===== src/rtl/ast_pkg.sv =====
`timescale 1ns / 1ps
package ast_pkg;

    localparam int MAX_SEGMENTS_DEF = 32;
    localparam int CORDIC_ITERS_DEF = 16;
    localparam int SEG_W = 6;
    localparam int COORD_W = 24;
    localparam int RAD_W = 23;
    localparam int ANG_W = 16;
    localparam int COLOR_W = 32;
    localparam int TRIG_W = 34;
    localparam logic signed [TRIG_W-1:0] CORDIC_K = 34'sd652032874;
    localparam logic signed [COORD_W-1:0] COORD_MAX = 24'sd8388607;
    localparam logic signed [COORD_W-1:0] COORD_MIN = -24'sd8388608;

    typedef struct packed {
        logic signed [COORD_W-1:0] ox;
        logic signed [COORD_W-1:0] oy;
        logic [RAD_W-1:0]          r1;
        logic [RAD_W-1:0]          r2;
        logic [ANG_W-1:0]          start;
        logic [ANG_W-1:0]          q0;
        logic [SEG_W-1:0]          r0;
        logic [SEG_W-1:0]          n;
        logic [COLOR_W-1:0]        color;
    } t_cmd;

    typedef struct packed {
        logic signed [COORD_W-1:0] x;
        logic signed [COORD_W-1:0] y;
    } t_vert;

    // arctangent of 2^-i as a 32 bit binary angle
    function automatic logic [31:0] atan_entry(input logic [4:0] idx);
        logic [31:0] v;
        case (idx)
            5'd0:  v = 32'd536870912;
            5'd1:  v = 32'd316933406;
            5'd2:  v = 32'd167458907;
            5'd3:  v = 32'd85004756;
            5'd4:  v = 32'd42667331;
            5'd5:  v = 32'd21354465;
            5'd6:  v = 32'd10679838;
            5'd7:  v = 32'd5340245;
            5'd8:  v = 32'd2670163;
            5'd9:  v = 32'd1335087;
            5'd10: v = 32'd667544;
            5'd11: v = 32'd333772;
            5'd12: v = 32'd166886;
            5'd13: v = 32'd83443;
            5'd14: v = 32'd41722;
            5'd15: v = 32'd20861;
            5'd16: v = 32'd10430;
            5'd17: v = 32'd5215;
            5'd18: v = 32'd2608;
            5'd19: v = 32'd1304;
            5'd20: v = 32'd652;
            5'd21: v = 32'd326;
            5'd22: v = 32'd163;
            5'd23: v = 32'd81;
            default: v = 32'd0;
        endcase
        return v;
    endfunction

endpackage


===== src/rtl/ast_ifs.sv =====
`timescale 1ns / 1ps
interface ast_sector_if;
    logic               valid;
    logic               ready;
    logic signed [23:0] origin_x;
    logic signed [23:0] origin_y;
    logic signed [23:0] dir_x;
    logic signed [23:0] dir_y;
    logic [22:0]        inner_radius;
    logic [22:0]        outer_radius;
    logic [15:0]        sweep_angle;
    logic [5:0]         segment_count;
    logic [31:0]        fill_color;
    modport source(output valid, origin_x, origin_y, dir_x, dir_y, inner_radius,
                   outer_radius, sweep_angle, segment_count, fill_color, input ready);
    modport sink(input valid, origin_x, origin_y, dir_x, dir_y, inner_radius,
                 outer_radius, sweep_angle, segment_count, fill_color, output ready);
endinterface

interface ast_tri_if;
    logic               valid;
    logic               ready;
    logic signed [23:0] ax;
    logic signed [23:0] ay;
    logic signed [23:0] bx;
    logic signed [23:0] by_coord;
    logic signed [23:0] cx;
    logic signed [23:0] cy;
    logic [31:0]        tri_color;
    logic               last_triangle;
    modport source(output valid, ax, ay, bx, by_coord, cx, cy, tri_color, last_triangle,
                   input ready);
    modport sink(input valid, ax, ay, bx, by_coord, cx, cy, tri_color, last_triangle,
                 output ready);
endinterface


===== src/rtl/ast_front.sv =====
`timescale 1ns / 1ps
module ast_front import ast_pkg::*; #(
    parameter int MAX_SEGMENTS = MAX_SEGMENTS_DEF,
    parameter int CORDIC_ITERS = CORDIC_ITERS_DEF
) (
    input  logic       i_clk,
    input  logic       i_rst_n,
    ast_sector_if.sink i_sector,
    output logic       o_push,
    output t_cmd       o_cmd,
    input  logic       i_full
);
    localparam int RUN_LEN = (CORDIC_ITERS > ANG_W) ? CORDIC_ITERS : ANG_W;
    localparam int KW = $clog2(RUN_LEN);

    typedef enum logic [2:0] {
        F_IDLE = 3'b001,
        F_RUN  = 3'b010,
        F_PUSH = 3'b100
    } t_fstate;

    t_fstate            r_state;
    t_cmd               r_cmd;
    logic signed [47:0] r_x, r_y;
    logic [31:0]        r_z;
    logic               r_zero;
    logic [SEG_W-1:0]   r_rem;
    logic [ANG_W-1:0]   r_quo;
    logic [KW-1:0]      r_k;

    logic [SEG_W-1:0]   n_cnt;
    logic signed [47:0] n_x0, n_y0;
    logic signed [47:0] n_x, n_y, sx, sy;
    logic [31:0]        n_z, atn, rnd;
    logic [SEG_W:0]     div_try;
    logic               div_ge;

    assign i_sector.ready = (r_state == F_IDLE);
    assign n_cnt = (i_sector.segment_count > SEG_W'(MAX_SEGMENTS))
                   ? SEG_W'(MAX_SEGMENTS) : i_sector.segment_count;
    // vectoring runs on (dir_y, dir_x), so the angle is taken from +y
    assign n_x0 = {{4{i_sector.dir_y[23]}}, i_sector.dir_y, 20'b0};
    assign n_y0 = {{4{i_sector.dir_x[23]}}, i_sector.dir_x, 20'b0};

    always_comb begin
        atn = atan_entry(5'(r_k));
        sx = r_x >>> r_k;
        sy = r_y >>> r_k;
        if (r_y > 48'sd0) begin
            n_x = r_x + sy;
            n_y = r_y - sx;
            n_z = r_z + atn;
        end else begin
            n_x = r_x - sy;
            n_y = r_y + sx;
            n_z = r_z - atn;
        end
        div_try = {r_rem, r_quo[ANG_W-1]};
        div_ge = (div_try >= {1'b0, r_cmd.n});
        rnd = r_z + 32'h0000_8000;
    end

    always_comb begin
        o_cmd = r_cmd;
        o_cmd.start = r_zero ? '0 : rnd[31:16];
        o_cmd.q0 = r_quo;
        o_cmd.r0 = r_rem;
    end
    assign o_push = (r_state == F_PUSH) && !i_full;

    always_ff @(posedge i_clk) begin
        if (!i_rst_n) begin
            r_state <= F_IDLE;
        end else begin
            case (r_state)
                F_IDLE: begin
                    if (i_sector.valid && n_cnt != '0) begin
                        r_state <= F_RUN;
                    end
                end
                F_RUN: begin
                    if (r_k == KW'(RUN_LEN - 1)) begin
                        r_state <= F_PUSH;
                    end
                end
                F_PUSH: begin
                    if (!i_full) begin
                        r_state <= F_IDLE;
                    end
                end
                default: r_state <= F_IDLE;
            endcase
        end
    end

    always_ff @(posedge i_clk) begin
        if (r_state == F_IDLE) begin
            r_cmd.ox    <= i_sector.origin_x;
            r_cmd.oy    <= i_sector.origin_y;
            r_cmd.r1    <= i_sector.inner_radius;
            r_cmd.r2    <= i_sector.outer_radius;
            r_cmd.n     <= n_cnt;
            r_cmd.color <= i_sector.fill_color;
            r_cmd.start <= '0;
            r_cmd.q0    <= '0;
            r_cmd.r0    <= '0;
            r_zero      <= (i_sector.dir_x == '0) && (i_sector.dir_y == '0);
            r_rem       <= '0;
            r_quo       <= i_sector.sweep_angle;
            r_k         <= '0;
            if (n_x0 < 48'sd0) begin
                r_x <= -n_x0;
                r_y <= -n_y0;
                r_z <= 32'h8000_0000;
            end else begin
                r_x <= n_x0;
                r_y <= n_y0;
                r_z <= '0;
            end
        end else if (r_state == F_RUN) begin
            r_k <= r_k + KW'(1);
            if (32'(r_k) < CORDIC_ITERS) begin
                r_x <= n_x;
                r_y <= n_y;
                r_z <= n_z;
            end
            if (32'(r_k) < ANG_W) begin
                r_rem <= div_ge ? SEG_W'(div_try - {1'b0, r_cmd.n}) : div_try[SEG_W-1:0];
                r_quo <= {r_quo[ANG_W-2:0], div_ge};
            end
        end
    end
endmodule


===== src/rtl/ast_queue.sv =====
`timescale 1ns / 1ps
module ast_queue import ast_pkg::*; (
    input  logic i_clk,
    input  logic i_rst_n,
    input  logic i_push,
    input  t_cmd i_cmd,
    output logic o_full,
    input  logic i_pop,
    output t_cmd o_cmd,
    output logic o_empty
);
    t_cmd       r_mem [2];
    logic       r_wp, r_rp;
    logic [1:0] r_cnt;

    assign o_full  = (r_cnt == 2'd2);
    assign o_empty = (r_cnt == 2'd0);
    assign o_cmd   = r_mem[r_rp];

    always_ff @(posedge i_clk) begin
        if (!i_rst_n) begin
            r_wp  <= 1'b0;
            r_rp  <= 1'b0;
            r_cnt <= 2'd0;
        end else begin
            if (i_push) begin
                r_wp <= ~r_wp;
            end
            if (i_pop) begin
                r_rp <= ~r_rp;
            end
            r_cnt <= r_cnt + 2'(i_push) - 2'(i_pop);
        end
    end

    always_ff @(posedge i_clk) begin
        if (i_push) begin
            r_mem[r_wp] <= i_cmd;
        end
    end
endmodule


===== src/rtl/ast_back.sv =====
`timescale 1ns / 1ps
module ast_back import ast_pkg::*; #(
    parameter int CORDIC_ITERS = CORDIC_ITERS_DEF
) (
    input  logic     i_clk,
    input  logic     i_rst_n,
    input  logic     i_empty,
    input  t_cmd     i_cmd,
    output logic     o_pop,
    ast_tri_if.source o_tri
);
    localparam int KW = $clog2(CORDIC_ITERS);

    typedef enum logic [5:0] {
        B_IDLE  = 6'b000001,
        B_ANG   = 6'b000010,
        B_CORD  = 6'b000100,
        B_MUL   = 6'b001000,
        B_EMIT0 = 6'b010000,
        B_EMIT1 = 6'b100000
    } t_bstate;

    t_bstate                   r_state;
    t_cmd                      r_cmd;
    logic [SEG_W-1:0]          r_i;
    logic [ANG_W-1:0]          r_aq;
    logic [SEG_W-1:0]          r_ar;
    logic signed [TRIG_W-1:0]  r_cx, r_cy, r_cz;
    logic                      r_neg;
    logic [KW-1:0]             r_k;
    logic [2:0]                r_mc;
    logic [1:0]                r_tag;
    logic signed [41:0]        r_ph, r_pl;
    t_vert                     r_in_cur, r_out_cur, r_in_prv, r_out_prv;
    logic                      r_ov;

    logic [ANG_W-1:0]          ang, fa;
    logic                      fold;
    logic signed [TRIG_W-1:0]  sx, sy, atn, n_x, n_y, n_z, tr_s, tr_c, trig;
    logic signed [23:0]        mr;
    logic signed [17:0]        mh, ml;
    logic signed [59:0]        acc;
    logic signed [30:0]        sum;
    logic signed [23:0]        org, place;
    logic [SEG_W:0]            nr;
    logic                      last_step, out_free, emit_go;

    assign out_free = !r_ov || o_tri.ready;
    assign emit_go = ((r_state == B_EMIT0) || (r_state == B_EMIT1)) && out_free;
    assign o_tri.valid = r_ov;
    assign o_pop = (r_state == B_IDLE) && !i_empty;
    assign last_step = (r_i == r_cmd.n);

    always_comb begin
        ang  = r_cmd.start + r_aq;
        // fold into [-90, 90) degrees by a half turn
        fold = ($signed(ang) >= 16'sd16384) || ($signed(ang) < -16'sd16384);
        fa   = fold ? (ang ^ 16'h8000) : ang;

        atn = TRIG_W'(atan_entry(5'(r_k)));
        sx  = r_cx >>> r_k;
        sy  = r_cy >>> r_k;
        if (r_cz >= 0) begin
            n_x = r_cx - sy;
            n_y = r_cy + sx;
            n_z = r_cz - atn;
        end else begin
            n_x = r_cx + sy;
            n_y = r_cy - sx;
            n_z = r_cz + atn;
        end

        tr_s = r_neg ? -r_cy : r_cy;
        tr_c = r_neg ? -r_cx : r_cx;
        trig = r_mc[0] ? tr_c : tr_s;
        mr   = {1'b0, (r_mc[1] ? r_cmd.r2 : r_cmd.r1)};
        mh   = {trig[TRIG_W-1], trig[TRIG_W-1:17]};
        ml   = {1'b0, trig[16:0]};

        acc   = (60'(r_ph) <<< 17) + 60'(r_pl) + 60'sd536870912;
        org   = r_tag[0] ? r_cmd.oy : r_cmd.ox;
        sum   = 31'($signed(acc[59:30])) + 31'(org);
        if (sum > 31'(COORD_MAX)) begin
            place = COORD_MAX;
        end else if (sum < 31'(COORD_MIN)) begin
            place = COORD_MIN;
        end else begin
            place = sum[23:0];
        end

        nr = {1'b0, r_ar} + {1'b0, r_cmd.r0};
    end

    always_ff @(posedge i_clk) begin
        if (!i_rst_n) begin
            r_state <= B_IDLE;
            r_ov    <= 1'b0;
        end else begin
            if (emit_go) begin
                r_ov <= 1'b1;
            end else if (o_tri.ready) begin
                r_ov <= 1'b0;
            end
            case (r_state)
                B_IDLE: begin
                    if (!i_empty) begin
                        r_state <= B_ANG;
                    end
                end
                B_ANG: r_state <= B_CORD;
                B_CORD: begin
                    if (r_k == KW'(CORDIC_ITERS - 1)) begin
                        r_state <= B_MUL;
                    end
                end
                B_MUL: begin
                    if (r_mc == 3'd4) begin
                        if (r_i == '0) begin
                            r_state <= B_ANG;
                        end else begin
                            r_state <= B_EMIT0;
                        end
                    end
                end
                B_EMIT0: begin
                    if (out_free) begin
                        r_state <= B_EMIT1;
                    end
                end
                B_EMIT1: begin
                    if (out_free) begin
                        r_state <= last_step ? B_IDLE : B_ANG;
                    end
                end
                default: r_state <= B_IDLE;
            endcase
        end
    end

    always_ff @(posedge i_clk) begin
        case (r_state)
            B_IDLE: begin
                r_cmd <= i_cmd;
                r_i   <= '0;
                r_aq  <= '0;
                r_ar  <= '0;
            end
            B_ANG: begin
                r_cx  <= CORDIC_K;
                r_cy  <= '0;
                r_cz  <= {{2{fa[ANG_W-1]}}, fa, 16'b0};
                r_neg <= fold;
                r_k   <= '0;
                r_mc  <= '0;
            end
            B_CORD: begin
                r_cx <= n_x;
                r_cy <= n_y;
                r_cz <= n_z;
                r_k  <= r_k + KW'(1);
            end
            B_MUL: begin
                r_mc <= r_mc + 3'd1;
                if (r_mc != 3'd4) begin
                    r_ph  <= 42'(mr * mh);
                    r_pl  <= 42'(mr * ml);
                    r_tag <= r_mc[1:0];
                end
                if (r_mc != 3'd0) begin
                    case (r_tag)
                        2'd0:    r_in_cur.x  <= place;
                        2'd1:    r_in_cur.y  <= place;
                        2'd2:    r_out_cur.x <= place;
                        default: r_out_cur.y <= place;
                    endcase
                end
                if (r_mc == 3'd4 && r_i == '0) begin
                    // first angle: hold vertices, advance without a triangle
                    r_i <= r_i + SEG_W'(1);
                    if (nr >= {1'b0, r_cmd.n}) begin
                        r_ar <= SEG_W'(nr - {1'b0, r_cmd.n});
                        r_aq <= r_aq + r_cmd.q0 + ANG_W'(1);
                    end else begin
                        r_ar <= nr[SEG_W-1:0];
                        r_aq <= r_aq + r_cmd.q0;
                    end
                end
            end
            B_EMIT1: begin
                if (out_free && !last_step) begin
                    r_i <= r_i + SEG_W'(1);
                    if (nr >= {1'b0, r_cmd.n}) begin
                        r_ar <= SEG_W'(nr - {1'b0, r_cmd.n});
                        r_aq <= r_aq + r_cmd.q0 + ANG_W'(1);
                    end else begin
                        r_ar <= nr[SEG_W-1:0];
                        r_aq <= r_aq + r_cmd.q0;
                    end
                end
            end
            default: ;
        endcase
    end

    // previous column: copy in the angle state after the multiply of the first angle or
    // after the second triangle of each segment but the last
    always_ff @(posedge i_clk) begin
        if ((r_state == B_ANG) && (r_i != '0)) begin
            r_in_prv  <= r_in_cur;
            r_out_prv <= r_out_cur;
        end
    end

    always_ff @(posedge i_clk) begin
        if (r_state == B_EMIT0 && out_free) begin
            o_tri.ax            <= r_in_prv.x;
            o_tri.ay            <= r_in_prv.y;
            o_tri.bx            <= r_out_prv.x;
            o_tri.by_coord      <= r_out_prv.y;
            o_tri.cx            <= r_out_cur.x;
            o_tri.cy            <= r_out_cur.y;
            o_tri.tri_color     <= r_cmd.color;
            o_tri.last_triangle <= 1'b0;
        end else if (r_state == B_EMIT1 && out_free) begin
            o_tri.ax            <= r_in_prv.x;
            o_tri.ay            <= r_in_prv.y;
            o_tri.bx            <= r_in_cur.x;
            o_tri.by_coord      <= r_in_cur.y;
            o_tri.cx            <= r_out_cur.x;
            o_tri.cy            <= r_out_cur.y;
            o_tri.tri_color     <= r_cmd.color;
            o_tri.last_triangle <= last_step;
        end
    end
endmodule


===== src/rtl/annular_sector_triangulator_top.sv =====
`timescale 1ns / 1ps
// Channel    Port        Dir  Word
// sector     i_sector    in   origin, direction, radii, sweep, count, color
// triangle   o_tri       out  three vertices, color, last flag
//
// The time a sector takes is set by the shared sine/cosine CORDIC and the
// multiply sequence of the back end; the front end's vectoring CORDIC and
// divider overlap it.
// A two-entry command queue lets the front take the next sector meanwhile.
// Reset is synchronous, active low. A stalled o_tri holds its word.
module annular_sector_triangulator_top import ast_pkg::*; #(
    parameter int MAX_SEGMENTS = MAX_SEGMENTS_DEF,
    parameter int CORDIC_ITERS = CORDIC_ITERS_DEF
) (
    input  logic       i_clk,
    input  logic       i_rst_n,
    ast_sector_if.sink i_sector,
    ast_tri_if.source  o_tri
);
    logic w_push, w_full, w_pop, w_empty;
    t_cmd w_cmd_in, w_cmd_out;

    ast_front #(.MAX_SEGMENTS(MAX_SEGMENTS), .CORDIC_ITERS(CORDIC_ITERS)) u_front (
        .i_clk(i_clk), .i_rst_n(i_rst_n), .i_sector(i_sector),
        .o_push(w_push), .o_cmd(w_cmd_in), .i_full(w_full)
    );

    ast_queue u_queue (
        .i_clk(i_clk), .i_rst_n(i_rst_n), .i_push(w_push), .i_cmd(w_cmd_in),
        .o_full(w_full), .i_pop(w_pop), .o_cmd(w_cmd_out), .o_empty(w_empty)
    );

    ast_back #(.CORDIC_ITERS(CORDIC_ITERS)) u_back (
        .i_clk(i_clk), .i_rst_n(i_rst_n), .i_empty(w_empty), .i_cmd(w_cmd_out),
        .o_pop(w_pop), .o_tri(o_tri)
    );
endmodule


===== src/flat_wrapper.sv =====
// flat-port wrapper written by rule: the top's interface ports become plain ports
module annular_sector_triangulator_top_flat import ast_pkg::*;
#(
    parameter int MAX_SEGMENTS = MAX_SEGMENTS_DEF,
    parameter int CORDIC_ITERS = CORDIC_ITERS_DEF
)
  (i_clk, i_rst_n, i_sector_valid, i_sector_origin_x, i_sector_origin_y, i_sector_dir_x, i_sector_dir_y, i_sector_inner_radius, i_sector_outer_radius, i_sector_sweep_angle, i_sector_segment_count, i_sector_fill_color, i_sector_ready, o_tri_valid, o_tri_ax, o_tri_ay, o_tri_bx, o_tri_by_coord, o_tri_cx, o_tri_cy, o_tri_tri_color, o_tri_last_triangle, o_tri_ready);
  ast_sector_if i_sector_i ();
  ast_tri_if o_tri_i ();
  input  logic i_clk;
  input  logic i_rst_n;
  input wire logic [$bits(i_sector_i.valid)-1:0] i_sector_valid;
  input wire logic [$bits(i_sector_i.origin_x)-1:0] i_sector_origin_x;
  input wire logic [$bits(i_sector_i.origin_y)-1:0] i_sector_origin_y;
  input wire logic [$bits(i_sector_i.dir_x)-1:0] i_sector_dir_x;
  input wire logic [$bits(i_sector_i.dir_y)-1:0] i_sector_dir_y;
  input wire logic [$bits(i_sector_i.inner_radius)-1:0] i_sector_inner_radius;
  input wire logic [$bits(i_sector_i.outer_radius)-1:0] i_sector_outer_radius;
  input wire logic [$bits(i_sector_i.sweep_angle)-1:0] i_sector_sweep_angle;
  input wire logic [$bits(i_sector_i.segment_count)-1:0] i_sector_segment_count;
  input wire logic [$bits(i_sector_i.fill_color)-1:0] i_sector_fill_color;
  output wire logic [$bits(i_sector_i.ready)-1:0] i_sector_ready;
  output wire logic [$bits(o_tri_i.valid)-1:0] o_tri_valid;
  output wire logic [$bits(o_tri_i.ax)-1:0] o_tri_ax;
  output wire logic [$bits(o_tri_i.ay)-1:0] o_tri_ay;
  output wire logic [$bits(o_tri_i.bx)-1:0] o_tri_bx;
  output wire logic [$bits(o_tri_i.by_coord)-1:0] o_tri_by_coord;
  output wire logic [$bits(o_tri_i.cx)-1:0] o_tri_cx;
  output wire logic [$bits(o_tri_i.cy)-1:0] o_tri_cy;
  output wire logic [$bits(o_tri_i.tri_color)-1:0] o_tri_tri_color;
  output wire logic [$bits(o_tri_i.last_triangle)-1:0] o_tri_last_triangle;
  input wire logic [$bits(o_tri_i.ready)-1:0] o_tri_ready;
  assign i_sector_i.valid = i_sector_valid;
  assign i_sector_i.origin_x = i_sector_origin_x;
  assign i_sector_i.origin_y = i_sector_origin_y;
  assign i_sector_i.dir_x = i_sector_dir_x;
  assign i_sector_i.dir_y = i_sector_dir_y;
  assign i_sector_i.inner_radius = i_sector_inner_radius;
  assign i_sector_i.outer_radius = i_sector_outer_radius;
  assign i_sector_i.sweep_angle = i_sector_sweep_angle;
  assign i_sector_i.segment_count = i_sector_segment_count;
  assign i_sector_i.fill_color = i_sector_fill_color;
  assign i_sector_ready = i_sector_i.ready;
  assign o_tri_valid = o_tri_i.valid;
  assign o_tri_ax = o_tri_i.ax;
  assign o_tri_ay = o_tri_i.ay;
  assign o_tri_bx = o_tri_i.bx;
  assign o_tri_by_coord = o_tri_i.by_coord;
  assign o_tri_cx = o_tri_i.cx;
  assign o_tri_cy = o_tri_i.cy;
  assign o_tri_tri_color = o_tri_i.tri_color;
  assign o_tri_last_triangle = o_tri_i.last_triangle;
  assign o_tri_i.ready = o_tri_ready;
  annular_sector_triangulator_top #(.MAX_SEGMENTS(MAX_SEGMENTS), .CORDIC_ITERS(CORDIC_ITERS)) u_core (.i_clk(i_clk), .i_rst_n(i_rst_n), .i_sector(i_sector_i), .o_tri(o_tri_i));
endmodule

===== config.mk =====
export PLATFORM = sky130hd
export DESIGN_NAME = annular_sector_triangulator_top_flat
export DESIGN_NICKNAME = d
export VERILOG_FILES = /design/src/rtl/ast_pkg.sv /design/src/rtl/ast_ifs.sv /design/src/rtl/ast_front.sv /design/src/rtl/ast_queue.sv /design/src/rtl/ast_back.sv /design/src/rtl/annular_sector_triangulator_top.sv /design/src/flat_wrapper.sv
export SDC_FILE = /design/constraint.sdc
export NUM_CORES = 2
export LEC_CHECK = 0
export ABC_CLOCK_PERIOD_IN_PS = 18060
export BUFFER_PORTS_ARGS = -buffer_cell sky130_fd_sc_hd__buf_2
export CORE_MARGIN = 10
export CORE_UTILIZATION = 58
export DETAILED_ROUTE_END_ITERATION = 7
export GPL_TIMING_DRIVEN = 0
export PLACE_DENSITY = 0.74
export SLEW_MARGIN = 15
export SYNTH_ARGS = -nofsm -noshare
export SYNTH_HDL_FRONTEND = slang
export SYNTH_SLANG_ARGS = --single-unit
export TNS_END_PERCENT = 50

===== constraint.sdc =====
create_clock -name i_clk -period 18.06 [get_ports i_clk]
set_input_delay 3.612 -clock i_clk [delete_from_list [all_inputs] [get_ports i_clk]]
set_output_delay 3.612 -clock i_clk [all_outputs]
set_load 0.02 [all_outputs]

Word-level counts from Yosys, hierarchy flattened:

Memory sizes are Yosys's and may differ from the RTL's. A register that Yosys moved wholly into a read port is not among the register bits.
Cells that the tools add are included.

* equality and inequality tests: 27
* magnitude comparators: 10
* reductions and logical operators: 40
* multipliers: 2
* bitwise logic cells: 4
* shift operators: 4
* mux-type cells: 77
* add/subtract/negate cells: 32

Operator list (number)
* $mux W48: 8
* $mux W24: 15
* $mux W34: 6
* $pmux W34 S2: 3
* $mux W32: 6
* $mux W16: 7
* $add A48 B48 Y48: 2
* $neg A44 Y48: 2
* $sshr A48 B4 Y48: 2
* $sub A48 B48 Y48: 2
* $mux W6: 12
* $add A34 B34 Y34: 2
* $neg A34 Y34: 2
* $sshr A34 B4 Y34: 2
* $sub A34 B34 Y34: 2
* $add A59 B31 Y60 const B: 1
* $add A58 B41 Y59: 1
* $gt A48 B1 Y1 const B: 1
* $logic_not A24 Y1: 2
* $pmux W16 S3: 1
* $lt A44 B1 Y1 const B: 1
* $mul A24 B17 Y41: 1
* $mul A23 B17 Y40: 1
* $pmux W6 S3: 2
* 61 further kinds: 112

* output and inout port bits: 179
* memory bits (read-only): 960
* memories kept: 3
* bits in writable memories: 340
* input bits: 200
* flip-flop bits (word level): 891
* word-level logic and storage cells: 246

Memory list
* (no name shown): words 16, bits a word 30, read ports 1, clocked after memory_dff 1, write ports 0, line ast_pkg.sv:36 `case (idx)`
* (no name shown): words 16, bits a word 30, read ports 1, clocked after memory_dff 1, write ports 0, line ast_pkg.sv:36
* u_core.u_queue.r_mem: words 2, bits a word 170, read ports 1, clocked after memory_dff 1, write ports 1, line ast_queue.sv:12 `t_cmd r_mem [2];`

Logic depth before layout (Yosys ltp):

* word-level depth: 6
* gate-level depth with buffers: 37
* gate-level depth less buffers: 36

Cells and area by module:

From an unflattened synthesis, not the netlist that was laid out.

* cells, all modules: 9983
* area total of the unflattened synthesis: 108421.5 sq um

Modules (own cells, without submodules)
* ast_back: area an instance 67742.5 sq um, seq. area each 23042.1 sq um, cells each 6525, instances 1
* ast_front: area an instance 27784.1 sq um, seq. area each 9178.8 sq um, cells each 2908, instances 1
* ast_queue: area an instance 12894.9 sq um, seq. area each 10309.9 sq um, cells each 550, instances 1

Worst setup path before layout:

Ideal clock, no wire load.

* path kind: flip-flop to flip-flop
* from: reg u_core.u_back.r_state[3]
* to: reg u_core.u_back.r_aq[0], enable pin
* required time: 17.576 ns
* buffers on the path: 0
* arrival: 16.914 ns
* cell stages (with the launch flop): 6
* library setup time: 0.484 ns
* slack: 0.662 ns
* clock period less this slack: 17.398 ns
* path through: dfxtp_1 -> nor3_1 -> nand2b_1 -> nor3b_1 -> nor3_1 -> nor4_1

* word-level cells in the longest chain between the ends: 3
* elaborated cells between the ends (all ways): 7
* classes of those cells: eq/ne (5); reduce/logical (2)

RTL lines
* start: declaration: line ast_back.sv:23 `t_bstate r_state;`
* start signal: assignment: line ast_back.sv:132 `r_state <= last_step ? B_IDLE : B_ANG;`
* $eq A6 B6 Y1 (tied with other cells): line ast_back.sv:141 `case (r_state)`
* $ne A2 B2 Y1 (no source line) or $reduce_bool A3 Y1 (tied branches)
* $reduce_and A3 Y1 (no source line) (*)
* end signal: assignment: line ast_back.sv:182 `r_aq <= r_aq + r_cmd.q0 + ANG_W'(1);`
* end signal: assignment: line ast_back.sv:185 `r_aq <= r_aq + r_cmd.q0;`
* end signal: assignment: line ast_back.sv:194 `r_aq <= r_aq + r_cmd.q0 + ANG_W'(1);`
* end: declaration: line ast_back.sv:26 `logic [ANG_W-1:0] r_aq;`

Every way passes the cells marked *; elsewhere a longest branch is shown, timed or not.
A chain may end at the register's enable or synchronous reset.

Final worst setup path:

* from: reg u_core.u_back.r_cx[2]
* to: reg u_core.u_back.r_pl[39], data pin

* word-level cells in the longest chain between the ends: 4

RTL lines
* start: declaration: line ast_back.sv:28 `logic signed [TRIG_W-1:0] r_cx, r_cy, r_cz;`
* start signal: assignment: line ast_back.sv:157 `r_cx <= n_x;`
* $neg A34 Y34: line ast_back.sv:74 `tr_c = r_neg ? -r_cx : r_cx;`
* $mux W34 (*): line ast_back.sv:74
* $mux W34 (*): line ast_back.sv:75 `trig = r_mc[0] ? tr_c : tr_s;`
* $mul A23 B17 Y40 (*): line ast_back.sv:166 `r_pl <= 42'(mr * ml);`
* end signal: assignment: line ast_back.sv:166
* end: declaration: line ast_back.sv:33 `logic signed [41:0] r_ph, r_pl;`

Marks and branches as above.

==> run metrics <==
post-layout min period between 10 and 15 ns; largest net degree at the start of global routing 80; Synth Area in XOR/XNOR approximately 5.3%; worst hold path startpoint u_core.u_back.r_in_prv[21]; M1 wire length 143,000 microns; Fin. Hold Viols 0; final WL 364,000 microns; CP Capture Type flop; post-CTS sizing 0; Max Cap Viol 0; gr usage total 35.0%; hold depth 0; IO Pins 379; Setup CP Type flop to flop; Die Y 450 microns; reg2reg path depth 29; vias in the first global route about 82,000; yosys warns 0; mux share of post-synthesis cell area roughly 8.5%; DR vias 81,950; Post-Layout Inst Area ~0.12 sq mm; final setup vio count 0; slowest cell on the critical path a221oi_1; uppermost routed layer met5; Critical Path Start Type flop; DRC 0; Core ar. about 0.18 sq mm; worst-margin pin slew 1.34 ns; Largest stage delay, worst path around 1.0 ns; total CTS buffers 149; highest clock rate between 80 and 90 MHz; DRT Pass-1 Iters 8; Worst-path clk slew 0.06 ns; clk_skew between 0.07 and 0.08 ns; Worst EP arrival 12.78 ns; initial cell density of the core about 58%; Routed Antenna Nets 0; Top FF cell, synth edfxtp_1; Clock Tree Buf Depth 3; Hold Buf Count CTS 0; Reg-to-Reg Start u_core.u_back.r_cx[2]; syn nets 11,364; Synth Area in Adders 19.3%; Cells after Synth roughly 9,900; Skew-Pair Late Insertion Delay 0.85 ns; first-pass GRT wire length 535,000 microns; worst min-delay path class flop to flop; CTS sink count 1,444; WL per Instance 27.8 microns; DR WL met2 170,000 microns; CP top delay family compound AO/OA/AOI/OAI gates; postcts setup bufs 0; row count 157; crit share post-route 67.7%; compound-gate portion of the synthesized area 10.4%; DP HPWL 285,000 microns; simple-gate share of the synthesized area 11.6%; RSZ-0062 raised after global routing no; r2r endpoint u_core.u_back.r_pl[39]; Die Wd 450 microns; layout cells sized above 1 12.6%; Worst Path Buf+Inv 5; slack of the worst reg-to-reg path 5.83 ns; die footprint ~0.20 sq mm; Remaining Overflow, GRT 0; status complete, no violations; FF+latch count, synth 1,444; ys async rst share 0%; max_slew headroom 10.6%; most common cell after layout, fill and taps aside edfxtp_1; CP most frequent cell fa_1; commonest cells after routing, fill and taps aside 1,359 x edfxtp_1, 1,074 x nand2_1, 948 x inv_1, 798 x nor2_1, 638 x fa_1; Nets 11,966; Layout area overhead 10.7%; sequential share of the synthesized area 39.7%; library cells used by synthesis roughly 120; PortBufs 377; Hold Path End u_core.u_back.o_tri.ay[21]; initial antenna violation count 11; CTS tree done; number of synthesized flops with an enable pin 1,359; H-tree levels 4; DR iter-0 viols 8,877; Max Slew Vio Count 0; placed cell area ~0.11 sq mm; Req. time, crit path 18.61 ns; Vias/cell 6.26; crit-path max FO 10; met3 wire length 28,000 microns; clock root buffer clkbuf_16; Avg Cell Area, Syn 10.8 sq um; fin cells between 10,000 and 15,000; routability congestion estimate 1.04; largest family of logic cells by synthesized area adder cells; placed insts approximately 13,000; post-synth design cell area 0.107 sq mm
## logic make-up after synthesis
family | count (synthesis)
AND/OR/NAND/NOR | 2726
AO/OA/AOI/OAI | 1765
flip-flops | 1444
buffers and inverters | 1378
adder cells (fa/ha/maj) | 1270
multiplexers | 662
XOR/XNOR | 649
## synthesized netlist by cell type, types with 49 or more instances
cell type | count | share of area, %
edfxtp_1 | 1359 | 38
mux4_2 | 126 | 2.7
nand2b_1 | 85 | 0.50
o21ai_0 | 449 | 2.1
a21o_1 | 171 | 1.2
ha_1 | 632 | 7.4
fa_1 | 638 | 12
and3_1 | 66 | 0.39
nor2_1 | 804 | 2.8
o31ai_1 | 65 | 0.46
nand2_1 | 1074 | 3.8
or3_1 | 49 | 0.29
o21a_1 | 58 | 0.41
mux2_2 | 343 | 3.6
nor2b_1 | 79 | 0.46
mux2i_1 | 159 | 1.5
nor3_1 | 110 | 0.51
buf_1 | 49 | 0.17
inv_1 | 950 | 3.3
a31oi_1 | 58 | 0.34
xnor2_1 | 345 | 2.8
nand4_1 | 54 | 0.32
and2_1 | 90 | 0.53
a21oi_1 | 497 | 2.3
dfxtp_1 | 85 | 1.6
clkbuf_1 | 315 | 1.1
xor2_1 | 304 | 2.5
nand3_1 | 127 | 0.59
a211oi_1 | 85 | 0.60
## worst max-delay path by stage
| stage | start | end | depth (start not counted) |
|---|---|---|---|
| after floorplan | u_core.u_back.r_state[3] | u_core.u_back.r_aq[0] | 5 |
| after global routing | u_core.u_back.r_cx[2] | u_core.u_back.r_pl[39] | 29 |
| after global placement | u_core.u_back.r_state[3] | u_core.u_back.r_ar[2] | 5 |
| final | u_core.u_back.r_cx[2] | u_core.u_back.r_pl[39] | 29 |
| after detailed placement | u_core.u_back.r_cx[2] | u_core.u_back.r_pl[39] | 29 |
| after CTS | u_core.u_back.r_cx[2] | u_core.u_back.r_pl[39] | 29 |
## stage by stage
step | hold WS (ns) | TNS [ns] | util [%] | worst slack, ns
2_1_floorplan | 0.400 | 0 | - | 0.662
5_1_grt | 0.398 | 0 | 64.6 | 5.58
6_report | 0.397 | 0 | 64.7 | 5.83
4_1_cts | 0.389 | 0 | 64.6 | 6.06
3_3_place_gp | 0.401 | -1894.33 | 61.1 | -9.29
3_5_place_dp | 0.405 | 0 | 61.9 | 6.07
## worst register-to-register path, delay by kind of cell, from the launching register on
kind	cells	cell delay, ns
xor gates and xnor gates	1	0.49
adders and majority gates	7	3.34
AOI/OAI and AO/OA	10	3.78
buffers and inverters	5	1.02
and+or+nand+nor	6	2.77
DFF	1	0.58
## registers in the layout, summed over array words and instances (netlist names), 32 cells and up
register	cells
u_core.u_queue.r_mem	340
u_core.u_back.r_out_prv	48
u_core.u_back.r_in_prv	48
u_core.u_back.r_cmd	170
u_core.u_back.r_ph	41
u_core.u_front.r_z	32
u_core.u_back.o_tri.tri_color	32
u_core.u_back.r_cz	34
u_core.u_back.r_out_cur	48
u_core.u_front.o_cmd	132
u_core.u_back.r_cx	34
u_core.u_front.r_x	48
u_core.u_front.r_y	48
u_core.u_back.r_cy	34
u_core.u_back.r_in_cur	48
## routing by layer
metal	up-vias	track usage, %
met1	41007	45.4
met4	10	18.6
met2	4011	56.6
met3	872	5.90
li1	36050	-
met5	-	0
## cell type report
cell class | count | area (sq um)
inverters | 954 | 3590
fillers | 14229 | 64800
well taps | 2464 | 3080
repair buffers | 451 | 3150
flip-flops and latches | 1444 | 42500
diodes | 7 | 17.5
clock buffers | 193 | 4030
multi-input cells | 7072 | 59200
clock inverters | 80 | 997
plain buffers | 424 | 1930
Power is not shown: default switching activity piles up to over one toggle a cycle in this logic, so the estimate is an artifact.
